## src/design/fad_pkg.sv

```systemverilog
// ----------------------------------------------------------------------------
// fad_pkg
// shared types and constants of the fault address decoder
// ----------------------------------------------------------------------------
package fad_pkg;

    localparam int unsigned GUARD_BYTES = 32;
    localparam int unsigned RF_DEPTH    = 32;
    localparam int unsigned RF_AW       = $clog2(RF_DEPTH);
    localparam int unsigned CFG_IDX_W   = 3;

    // request operations
    localparam logic OP_WRITE  = 1'b0;
    localparam logic OP_DECODE = 1'b1;

    // mcause
    localparam logic [30:0] CAUSE_LOAD_FAULT  = 31'd5;
    localparam logic [30:0] CAUSE_STORE_FAULT = 31'd7;

    // full-width opcodes
    localparam logic [6:0] OPC_LOAD  = 7'h03;
    localparam logic [6:0] OPC_STORE = 7'h23;
    localparam logic [6:0] OPC_AMO   = 7'h2f;
    localparam logic [2:0] F3_AMO_W  = 3'd2;

    // compressed encodings
    localparam logic [1:0] QUAD_0    = 2'b00;
    localparam logic [1:0] QUAD_2    = 2'b10;
    localparam logic [1:0] QUAD_FULL = 2'b11;
    localparam logic [2:0] C_F3_LW   = 3'd2;
    localparam logic [2:0] C_F3_SW   = 3'd6;
    localparam logic [RF_AW-1:0] SP_INDEX = RF_AW'(2);

    typedef enum logic [CFG_IDX_W-1:0] {
        CFG_FLASH_BASE = 3'd0,
        CFG_FLASH_END  = 3'd1,
        CFG_SRAM_BASE  = 3'd2,
        CFG_SRAM_END   = 3'd3,
        CFG_GUARD_BASE = 3'd4
    } cfg_index_t;

    typedef struct packed {
        logic        operation;
        logic [4:0]  reg_index;
        logic [31:0] reg_value;
        logic [31:0] instr_word;
        logic [31:0] trap_cause;
        logic [31:0] fault_pc;
    } req_item_t;

    typedef struct packed {
        logic        address_found;
        logic [31:0] data_addr;
        logic        hits_guard;
    } res_item_t;

    typedef struct packed {
        logic [31:0] flash_base;
        logic [31:0] flash_end;
        logic [31:0] ram_base;
        logic [31:0] ram_end;
        logic [31:0] guard_base;
        logic [31:0] guard_end;
    } cfg_t;

    typedef struct packed {
        logic             found;
        logic [RF_AW-1:0] rs_index;
        logic [31:0]      offset;
    } dec_t;

endpackage

```

## src/design/riscv_fault_address_decoder.sv

```systemverilog
// ----------------------------------------------------------------------------
// riscv_fault_address_decoder
// recomputes the effective address of a faulting rv32ic load or store
// ----------------------------------------------------------------------------
// usage
//   request channel (req_valid / req_stall / req_data): a write request loads
//   one register file entry and gives no result; a decode request gives
//   exactly one result on the result channel (res_valid / res_stall /
//   res_data).
//   configuration channel (cfg_valid / cfg_ready / cfg_index / cfg_data)
//   is always ready; write it only while no request is in flight.
// pipeline and throughput
//   the register file is read at the edge that accepts a decode request;
//   the base plus offset add and guard compare then load the output
//   register, which drives res_valid. one request per cycle is sustained
//   while a stalled result does not hold the output register.
// reset
//   all windows and the guard base clear to zero; per-entry valid flops make
//   every register file entry read as zero until written, no clearing pass.
// stall
//   a stalled result holds in the output register; one more decode may sit
//   in the read stage, after which req_stall rises until the result moves.
// ----------------------------------------------------------------------------
module riscv_fault_address_decoder
    import fad_pkg::*;
(
    input  logic                 clk,
    input  logic                 rst_n,
    input  logic                 req_valid,
    output logic                 req_stall,
    input  req_item_t            req_data,
    output logic                 res_valid,
    input  logic                 res_stall,
    output res_item_t            res_data,
    input  logic                 cfg_valid,
    output logic                 cfg_ready,
    input  logic [CFG_IDX_W-1:0] cfg_index,
    input  logic [31:0]          cfg_data
);

    cfg_t  cfg;
    dec_t  dec;

    logic              req_acc;
    logic              rf_wr;
    logic              rf_rd;
    logic [31:0]       rf_rd_data;
    logic [RF_DEPTH-1:0] rf_valid_reg;
    logic [RF_DEPTH-1:0] rf_valid_next;

    logic              s1_valid_reg;
    logic              s1_valid_next;
    logic              s1_found_reg;
    logic              s1_base_ok_reg;
    logic [31:0]       s1_offset_reg;

    logic              out_load;
    logic              res_valid_reg;
    logic              res_valid_next;
    res_item_t         res_reg;
    res_item_t         res_next;
    logic [31:0]       base;
    logic [31:0]       addr;

    fad_cfg_regs u_cfg (
        .clk       (clk),
        .rst_n     (rst_n),
        .cfg_valid (cfg_valid),
        .cfg_ready (cfg_ready),
        .cfg_index (cfg_index),
        .cfg_data  (cfg_data),
        .cfg       (cfg)
    );

    fad_decode u_dec (
        .req (req_data),
        .cfg (cfg),
        .dec (dec)
    );

    // one request per edge, so a read never meets a write in the same cycle
    fad_ram #(
        .WIDTH (32),
        .DEPTH (RF_DEPTH)
    ) u_rf (
        .clk     (clk),
        .wr_en   (rf_wr),
        .wr_addr (req_data.reg_index),
        .wr_data (req_data.reg_value),
        .rd_en   (rf_rd),
        .rd_addr (dec.rs_index),
        .rd_data (rf_rd_data)
    );

    assign out_load  = s1_valid_reg && (!res_valid_reg || !res_stall);
    assign req_stall = s1_valid_reg && !out_load;
    assign req_acc   = req_valid && !req_stall;
    assign rf_wr     = req_acc && req_data.operation == OP_WRITE;
    assign rf_rd     = req_acc && req_data.operation == OP_DECODE;

    always_comb
    begin
        rf_valid_next = rf_valid_reg;
        if (rf_wr)
        begin
            rf_valid_next[req_data.reg_index] = 1'b1;
        end

        s1_valid_next = rf_rd || (s1_valid_reg && !out_load);

        // entries never written read as zero
        base = s1_base_ok_reg ? rf_rd_data : '0;
        addr = s1_found_reg ? base + s1_offset_reg : '0;

        res_next.address_found = s1_found_reg;
        res_next.data_addr     = addr;
        res_next.hits_guard    = s1_found_reg && cfg.guard_base != '0
                              && addr >= cfg.guard_base && addr < cfg.guard_end;

        res_valid_next = out_load || (res_valid_reg && res_stall);
    end

    always_ff @(posedge clk or negedge rst_n)
    begin
        if (!rst_n)
        begin
            rf_valid_reg  <= '0;
            s1_valid_reg  <= 1'b0;
            res_valid_reg <= 1'b0;
        end
        else
        begin
            rf_valid_reg  <= rf_valid_next;
            s1_valid_reg  <= s1_valid_next;
            res_valid_reg <= res_valid_next;
        end
    end

    always_ff @(posedge clk)
    begin
        if (rf_rd)
        begin
            s1_found_reg   <= dec.found;
            s1_base_ok_reg <= rf_valid_reg[dec.rs_index];
            s1_offset_reg  <= dec.offset;
        end
        if (out_load)
        begin
            res_reg <= res_next;
        end
    end

    assign res_valid = res_valid_reg;
    assign res_data  = res_reg;

    // a result that is not found carries zeros
    assert property (@(posedge clk) disable iff (!rst_n)
        res_valid_reg && !res_reg.address_found |->
            res_reg.data_addr == '0 && !res_reg.hits_guard)
        else $error("not-found result carries nonzero payload");

    // backpressure only while both stages are occupied
    assert property (@(posedge clk) disable iff (!rst_n)
        req_stall |-> s1_valid_reg && res_valid_reg && res_stall)
        else $error("request stalled with a free stage");

    // a written entry is valid from the next cycle on
    assert property (@(posedge clk) disable iff (!rst_n)
        rf_wr |=> rf_valid_reg[$past(req_data.reg_index)])
        else $error("register file entry not marked valid after write");

    // a decode accepted reaches the read stage
    assert property (@(posedge clk) disable iff (!rst_n)
        rf_rd |=> s1_valid_reg)
        else $error("decode request lost before the read stage");

endmodule

```

## src/design/fad_ram.sv

```systemverilog
// ----------------------------------------------------------------------------
// fad_ram
// generic single write, single read ram with registered read data
// ----------------------------------------------------------------------------
module fad_ram #(
    parameter int unsigned WIDTH = 32,
    parameter int unsigned DEPTH = 32
) (
    input  logic                     clk,
    input  logic                     wr_en,
    input  logic [$clog2(DEPTH)-1:0] wr_addr,
    input  logic [WIDTH-1:0]         wr_data,
    input  logic                     rd_en,
    input  logic [$clog2(DEPTH)-1:0] rd_addr,
    output logic [WIDTH-1:0]         rd_data
);

    logic [WIDTH-1:0] mem [DEPTH];
    logic [WIDTH-1:0] rd_data_reg;

    always_ff @(posedge clk)
    begin
        if (wr_en)
        begin
            mem[wr_addr] <= wr_data;
        end
        if (rd_en)
        begin
            rd_data_reg <= mem[rd_addr];
        end
    end

    assign rd_data = rd_data_reg;

endmodule

```

## src/design/fad_cfg_regs.sv

```systemverilog
// ----------------------------------------------------------------------------
// fad_cfg_regs
// window and guard configuration registers
// ----------------------------------------------------------------------------
module fad_cfg_regs
    import fad_pkg::*;
(
    input  logic                 clk,
    input  logic                 rst_n,
    input  logic                 cfg_valid,
    output logic                 cfg_ready,
    input  logic [CFG_IDX_W-1:0] cfg_index,
    input  logic [31:0]          cfg_data,
    output cfg_t                 cfg
);

    cfg_t cfg_reg;
    cfg_t cfg_next;

    always_comb
    begin
        cfg_next = cfg_reg;
        if (cfg_valid)
        begin
            case (cfg_index_t'(cfg_index))
                CFG_FLASH_BASE: cfg_next.flash_base = cfg_data;
                CFG_FLASH_END:  cfg_next.flash_end  = cfg_data;
                CFG_SRAM_BASE:  cfg_next.ram_base   = cfg_data;
                CFG_SRAM_END:   cfg_next.ram_end    = cfg_data;
                CFG_GUARD_BASE:
                begin
                    cfg_next.guard_base = cfg_data;
                    // window end wraps modulo 2^32
                    cfg_next.guard_end  = cfg_data + 32'(GUARD_BYTES);
                end
                default: ;
            endcase
        end
    end

    always_ff @(posedge clk or negedge rst_n)
    begin
        if (!rst_n)
        begin
            cfg_reg <= '{flash_base: '0, flash_end: '0, ram_base: '0, ram_end: '0,
                         guard_base: '0, guard_end: 32'(GUARD_BYTES)};
        end
        else
        begin
            cfg_reg <= cfg_next;
        end
    end

    assign cfg_ready = 1'b1;
    assign cfg       = cfg_reg;

endmodule

```

## src/design/fad_decode.sv

```systemverilog
// ----------------------------------------------------------------------------
// fad_decode
// pc window and cause checks, instruction decode into base register and offset
// ----------------------------------------------------------------------------
module fad_decode
    import fad_pkg::*;
(
    input  req_item_t req,
    input  cfg_t      cfg,
    output dec_t      dec
);

    function automatic logic span_ok(input logic [31:0] pc, input logic [1:0] extra,
                                     input logic [31:0] base, input logic [31:0] lim);
        logic [32:0] last;
        last = {1'b0, pc} + {31'd0, extra};
        return !last[32] && (pc >= base) && (last[31:0] < lim);
    endfunction

    logic [15:0] half;
    logic [6:0]  opc;
    logic [2:0]  f3;
    logic [2:0]  cf3;
    logic [1:0]  quad;
    logic        is_ld;
    logic        is_st;
    logic        win2;
    logic        win4;
    logic        cause_ok;
    logic        m_load;
    logic        m_store;
    logic        m_amo;
    logic        m_clsw;
    logic        m_lwsp;
    logic        m_swsp;

    always_comb
    begin
        half  = req.instr_word[15:0];
        opc   = req.instr_word[6:0];
        f3    = req.instr_word[14:12];
        cf3   = half[15:13];
        quad  = half[1:0];
        is_ld = req.trap_cause[30:0] == CAUSE_LOAD_FAULT;
        is_st = req.trap_cause[30:0] == CAUSE_STORE_FAULT;

        win2 = span_ok(req.fault_pc, 2'd1, cfg.flash_base, cfg.flash_end)
            || span_ok(req.fault_pc, 2'd1, cfg.ram_base, cfg.ram_end);
        win4 = span_ok(req.fault_pc, 2'd3, cfg.flash_base, cfg.flash_end)
            || span_ok(req.fault_pc, 2'd3, cfg.ram_base, cfg.ram_end);
        cause_ok = !req.trap_cause[31] && (is_ld || is_st);

        m_load  = is_ld && opc == OPC_LOAD && f3 != 3'd3 && f3 != 3'd6 && f3 != 3'd7;
        m_store = is_st && opc == OPC_STORE && f3 <= 3'd2;
        m_amo   = is_st && opc == OPC_AMO && f3 == F3_AMO_W;
        m_clsw  = quad == QUAD_0 && ((is_ld && cf3 == C_F3_LW) || (is_st && cf3 == C_F3_SW));
        m_lwsp  = quad == QUAD_2 && is_ld && cf3 == C_F3_LW && half[11:7] != 5'd0;
        m_swsp  = quad == QUAD_2 && is_st && cf3 == C_F3_SW;

        dec.rs_index = req.instr_word[19:15];
        dec.offset   = '0;
        if (quad == QUAD_FULL)
        begin
            dec.found = win4 && (m_load || m_store || m_amo);
            if (m_load)
            begin
                dec.offset = {{20{req.instr_word[31]}}, req.instr_word[31:20]};
            end
            else if (m_store)
            begin
                dec.offset = {{20{req.instr_word[31]}}, req.instr_word[31:25],
                              req.instr_word[11:7]};
            end
        end
        else
        begin
            dec.found = m_clsw || m_lwsp || m_swsp;
            if (m_clsw)
            begin
                dec.rs_index = {2'b01, half[9:7]};
                dec.offset   = {25'd0, half[5], half[12:10], half[6], 2'b00};
            end
            else if (m_lwsp)
            begin
                dec.rs_index = SP_INDEX;
                dec.offset   = {24'd0, half[3:2], half[12], half[6:4], 2'b00};
            end
            else
            begin
                dec.rs_index = SP_INDEX;
                dec.offset   = {24'd0, half[8:7], half[12:9], 2'b00};
            end
        end
        dec.found = dec.found && win2 && cause_ok;
    end

endmodule

```

## config.mk

```make
export PLATFORM = sky130hd
export DESIGN_NAME = riscv_fault_address_decoder
export DESIGN_NICKNAME = d
export VERILOG_FILES = /design/src/design/fad_pkg.sv /design/src/design/riscv_fault_address_decoder.sv /design/src/design/fad_ram.sv /design/src/design/fad_cfg_regs.sv /design/src/design/fad_decode.sv
export SDC_FILE = /design/constraint.sdc
export NUM_CORES = 2
export LEC_CHECK = 0
export BUFFER_PORTS_ARGS = -buffer_cell sky130_fd_sc_hd__buf_2
export CORE_MARGIN = 3
export CORE_UTILIZATION = 29
export CTS_CLUSTER_DIAMETER = 120
export DETAILED_ROUTE_END_ITERATION = 8
export PLACE_DENSITY = 0.43
export SLEW_MARGIN = 30
export SYNTH_ARGS = -nofsm -noshare
export SYNTH_HDL_FRONTEND = slang
export SYNTH_SLANG_ARGS = --single-unit
```

## constraint.sdc

```tcl
create_clock -name clk -period 6.4 [get_ports clk]
set_input_delay 1.28 -clock clk [delete_from_list [all_inputs] [get_ports clk]]
set_output_delay 1.28 -clock clk [all_outputs]
set_load 0.05 [all_outputs]
```

Word level (Yosys, flattened, before mapping)
Memory sizes are Yosys's and may differ from the RTL's. A register that Yosys moved wholly into a read port is not among the register bits.
Index checks and enable logic that the tools add are counted.
Widths: inputs -> output; s select.
{ "totals": {"regBits": 294, "out_inout_bits": 37, "memories": 1, "latchBits": 0, "ramBits": 1024, "rom_bits": 0, "in_bits": 174, "wordCells": 131} }
{ "mem_list": {"columns": ["memory", "words", "width", "rd", "rd_clocked_by_memory_dff", "wr", "line_no", "text"], "rows": [
  ["u_rf.mem", 32, 32, 1, 1, 1, "fad_ram.sv:18", "logic [WIDTH-1:0] mem [DEPTH];"]
]} }
{ "classes": {"mux": 15, "n_mul": 0, "n_addsub": 4, "n_eq_ne": 17, "reduce_logical": 65, "shifts": 0, "div": 0, "bitwise_logic": 2, "order_cmp": 12} }
{ "op_table": {"columns": ["op", "n"], "rows": [
  ["$lt 32x32->1", 5],
  ["$mux 32", 5],
  ["$ge 32x32->1", 3],
  ["$eq 31x3->1 const B", 2],
  ["$logic_and 1x1->1", 38],
  ["$mux 36", 1],
  ["$add 32x1->33 const B", 1],
  ["$add 32x2->33 const B", 1],
  ["$add 32x32->32", 1],
  ["$add 32x6->32 const B", 1],
  ["$or 32x32->32", 1],
  ["$reduce_bool 32->1", 1],
  ["$eq 7x6->1 const B", 2],
  ["$eq 3x2->1 const B", 4],
  ["$lt 5x6->1 const B", 2],
  ["$logic_or 1x1->1", 11],
  ["$reduce_and 2->1", 5],
  ["$mux 8", 1],
  ["$eq 7x2->1 const B", 1],
  ["$logic_not 1->1", 7],
  ["$eq 3x3->1 const B", 2],
  ["$ne 3x3->1 const B", 2],
  ["$bmux 1 s5", 1],
  ["$demux 1 s5", 1],
  ["11 further kinds", 16]
]} }

Logic depth before layout (Yosys ltp)
{ "depth": {"word_depth": 11, "ltp_mapped": 21, "depth_no_buf": 20} }

Cells and area by module
A second synthesis with hierarchy kept.
{ "hier_totals": {"hier_cells": 4486, "area_unflattened_um2": 62125.8} }
{ "modules_own_cells": {"columns": ["mod", "seq_area_each_um2", "cells_per_inst", "instances", "area_each_um2"], "rows": [
  ["fad_ram", 31710.4, 2260, 1, 40805.4],
  ["fad_cfg_regs", 4680.7, 603, 1, 7629.8],
  ["riscv_fault_address_decoder", 2892.8, 756, 1, 7420.9],
  ["fad_decode", 0.0, 867, 1, 6269.8]
]} }

Worst setup path after synthesis
No wires, ideal clock.
{ "synth_timing": {"path_type": "input to register", "start": "input port req_data[2] (netlist bit)", "end": "register s1_found_reg (data pin)", "t_arrival_ps": 4206, "slack_ps": 1934, "required_time_ps": 6139, "n_path_buf": 3, "cell_stages": 17, "setup_time_ps": 261, "cell_sequence": "clkbuf_1 and3_1 clkbuf_1 and4_1 and2_1 clkbuf_1 nand2_1 nor2_1 nand3_1 xnor2_1 ha_1 nand4_1 nor4_1 o311ai_0 a21oi_1 nor3_1 o32a_1"} }
{ "synth_rtl": {"columns": ["element", "line_no", "text"], "rows": [
  ["start, declared", "riscv_fault_address_decoder.sv:31", "input req_item_t req_data,"],
  ["end signal, assigned", "riscv_fault_address_decoder.sv:143", "s1_found_reg <= dec.found;"],
  ["end, declared", "riscv_fault_address_decoder.sv:53", "logic s1_found_reg;"]
]} }

==> summary.txt <==
GRT
  – Initial antenna violation count: 27
  – Global-route wire length before repair: 287,800 µm
  – Largest net degree at the start of global routing: 107
  – Total track usage: 18.53%
  – Vias in the first global route: 39.74k
  – Overflow after GRT: 0

Setup path
  – Critical-path top delay cell: mux2i_1
  – Crit Path Max Fanout: 32
  – Crit path largest cell delay: 0.51 ns
  – RR Endpoint: res_data[0]$_DFFE_PP_
  – Crit path from: s1_base_ok_reg$_DFFE_PP_
  – FF-to-FF setup slack: 0.94 ns
  – Critical Path End Type: flop
  – Cell mode on critical path: a21oi_1
  – CP Cell Sequence: buf_4 > and2_1 > ha_1 > fa_1 > a21oi_1 > o211ai_1 > a31o_2 > a21oi_1 > o21bai_1 > a21o_1 > a21oi_1 > mux2i_1 > ha_1 > nand4_1 > nor2_1 > a21oi_1 > o211ai_1 > a221oi_1 > o21ai_0 > nand4_1 > a21oi_1
  – R2r worst-path depth: 21
  – Worst setup endpoint: res_data[0]$_DFFE_PP_
  – Critical path arrival: 5.96 ns
  – Worst setup path class: flop to flop
  – Worst reg2reg startpoint: s1_base_ok_reg$_DFFE_PP_
  – Critical Path Source Type: flop
  – Worst EP required: 6.90 ns

Finish
  – Final core occ: 33.93%
  – FF+latch area: 38,680 µm²
  – Most common cell after layout, fill and taps aside: edfxtp_1
  – # nets final: 5,548
  – Post-route insts no fill: 7,915
  – Final-layout fill cell count: 20.35k
  – Layout cells sized above 1: 13.67%
  – Area Growth Syn to Fin: 16.26%
  – Most frequent cells in the layout: edfxtp_1, nand2_1, ha_1
  – Finished Cell Area: 69,490 µm²
  – Area of the multi-input gates: 19,400 µm²
  – Max reg flops: 1,024

Floorplan
  – Die W: 460.0 µm
  – Die Ht: 460.0 µm
  – Starting Density: 29.19%
  – DIE AREA: 211,600 µm²
  – I/O Pins: 211
  – Core Area: 204,800 µm²
  – Row cnt: 166

Routing
  – Wire per inst: 25.07 µm
  – Routed Antenna Nets: 0
  – Met3 WL: 8076 µm
  – Vias per inst: 5.037
  – Pre-Repair DR Iteration Count: 5
  – # DRC: 0
  – DRT iter0 DRCs: 3,164
  – Via count: 39.87k
  – M1 WL: 91,540 µm
  – Uppermost layer routed: met5
  – WL final: 198,400 µm
  – DR WL met2: 94,970 µm

Min path
  – Worst min path class: input pin to async pin

Pwr
  – Sw power: 5.348 mW
  – Logic pwr share: 10.7%
  – Peak supply drop: 0.0002485 V
  – Cell internal pwr: 15.50 mW
  – Net Sw Frac: 25.66%
  – Static Leak: 25.49 nW
  – Clock power share: 41.9%
  – Total power: 20.84 mW
  – Pwr dens: 300.0 nW/µm²
  – Reg power frac: 47.4%

Placed design
  – Final Wtd Congestion: 0.8586
  – DP Cell Count: 7,622
  – PortBufs: 209
  – DP Wirelength: 127,900 µm
  – Pre-CTS setup slack: 0.8713 ns
  – Cell Area, Placed: 64,480 µm²

Timing
  – Fmax: 0.1832 GHz
  – Hold Vio Cnt, Final: 0
  – WHS: 0.3814 ns
  – Final setup fails: 0
  – Max Slew Vio Count: 0
  – Slew @ Worst Pin: 0.9342 ns
  – RSZ-0062 raised after global routing: false
  – Clock skew: 0.05392 ns
  – Setup TNS: 0 ns
  – Rel. slew slack: 37.14%
  – Worst setup margin: 0.9421 ns
  – Final period util: 85.28%
  – Post-layout min period: 5.458 ns

Clocking
  – Worst-path clk slew: 0.06 ns
  – Clk Latency, worst-skew pair: 0.79 ns
  – H-tree depth: 4
  – # hold bufs at CTS: 0
  – Post-CTS Setup Bufs: 0
  – CTS Buf Count: 155
  – CTS Buffer Depth: 3
  – Root Buffer: clkbuf_16
  – CTS tree: built
  – Post-CTS sizing: 0
  – TritonCTS Sinks: 1,325

Yosys
  – Post-Synth XOR/XNOR Area: 1.568%
  – Ys async rst share: 16.68%
  – Number of synthesized flops with an enable pin: 1,104
  – Compound-Gate Fraction of Synth Area: 9.808%
  – Proportion of synthesized area in mux cells: 0.8122%
  – Syn nets: 5,322
  – Combinational family with the most area after synthesis: simple AND/OR/NAND/NOR gates
  – Ys flop type: edfxtp_1
  – Mapped Cells: 4,866
  – Post-Syn Area per Cell: 12.28 µm²
  – Syn. warnings: 0
  – Simple-gate portion of the synthesized area: 13.72%
  – Register area share after synthesis: 64.72%
  – Yosys reg bits: 1,325
  – Netlist cell types: 76
  – Adder-cell share of the synthesized area: 5.916%
  – Mapped Area: 59,770 µm²

Outcome
  – Outcome: complete, no violations

Flow run
  – Max_cap viols: 0
==> layer usage <==
metal	up-vias	track usage, %
met1	20183	25.51
met3	233	2.546
met4	4	4.045
met2	854	30.99
li1	18592	-
met5	-	0
==> synthesized netlist by cell type (44+ instances only) <==
| master | count | share of area [%] |
|---|---|---|
| or3_1 | 44 | 0.46 |
| nand4_1 | 66 | 0.69 |
| nor2_1 | 183 | 1.1 |
| and2_1 | 44 | 0.46 |
| edfxtp_1 | 1104 | 55 |
| xor2_1 | 45 | 0.66 |
| dfrtp_1 | 220 | 9.2 |
| nand3_1 | 237 | 2.0 |
| xnor2_1 | 62 | 0.91 |
| a31oi_1 | 79 | 0.83 |
| clkbuf_1 | 177 | 1.1 |
| o22ai_1 | 150 | 1.6 |
| a211oi_1 | 112 | 1.4 |
| a21oi_1 | 209 | 1.8 |
| inv_1 | 201 | 1.3 |
| ha_1 | 281 | 5.9 |
| o21ai_0 | 204 | 1.7 |
| a21o_1 | 53 | 0.67 |
| and3_1 | 110 | 1.2 |
| nand2_1 | 774 | 4.9 |
==> worst min path at each step <==
stage                                       from  depth (start not counted)  slack (ns)                      endpoint
global placement    rf_valid_reg[20]$_DFFE_PN0P_                          1        0.45  rf_valid_reg[20]$_DFFE_PN0P_
finish                                     rst_n                          1        0.38    u_cfg.cfg[167]$_DFFE_PN0P_
floorplan           rf_valid_reg[10]$_DFFE_PN0P_                          1        0.43  rf_valid_reg[10]$_DFFE_PN0P_
global route                               rst_n                          1        0.36    u_cfg.cfg[167]$_DFFE_PN0P_
CTS                                        rst_n                          1        0.34    u_cfg.cfg[167]$_DFFE_PN0P_
detailed placement  rf_valid_reg[20]$_DFFE_PN0P_                          1        0.44  rf_valid_reg[20]$_DFFE_PN0P_
==> critical path: cells and delay by family, from the launching register on <==
kind | cells | cell delay, ns
adders and majority gates | 3 | 0.97
buffers and inverters | 1 | 0.22
and+or+nand+nor | 4 | 0.50
DFF | 1 | 0.36
AOI/OAI and AO/OA | 12 | 2.63
muxes | 1 | 0.51
==> power groups by stage <==
stage	combinational (mW)	sequential (mW)	clock [mW]
global placement	2.21	10.1	0
CTS	2.26	9.88	8.93
finish	2.23	9.88	8.73
global route	2.53	9.92	9.29
floorplan	1.35	10.1	0
detailed placement	2.24	10.1	0
==> cell families after synthesis <==
kind of cell	after synthesis
xor+xnor	107
other cells	1
mux	44
flops	1325
buf+inv	467
compound gates	940
fa+ha+maj	282
simple gates	1700
==> final cells by class <==
cell class                      instances  area share, %
Tap cell                             2688          4.840
Sequential cell                      1325          55.67
Multi-Input combinational cell       3074          27.91
Clock inverter                         77          1.214
Antenna cell                            5        0.01801
Timing Repair Buffer                  334          3.320
Clock buffer                          210          5.936
Inverter                              202          1.091
No activity file was read; power rests on OpenSTA's default activity.
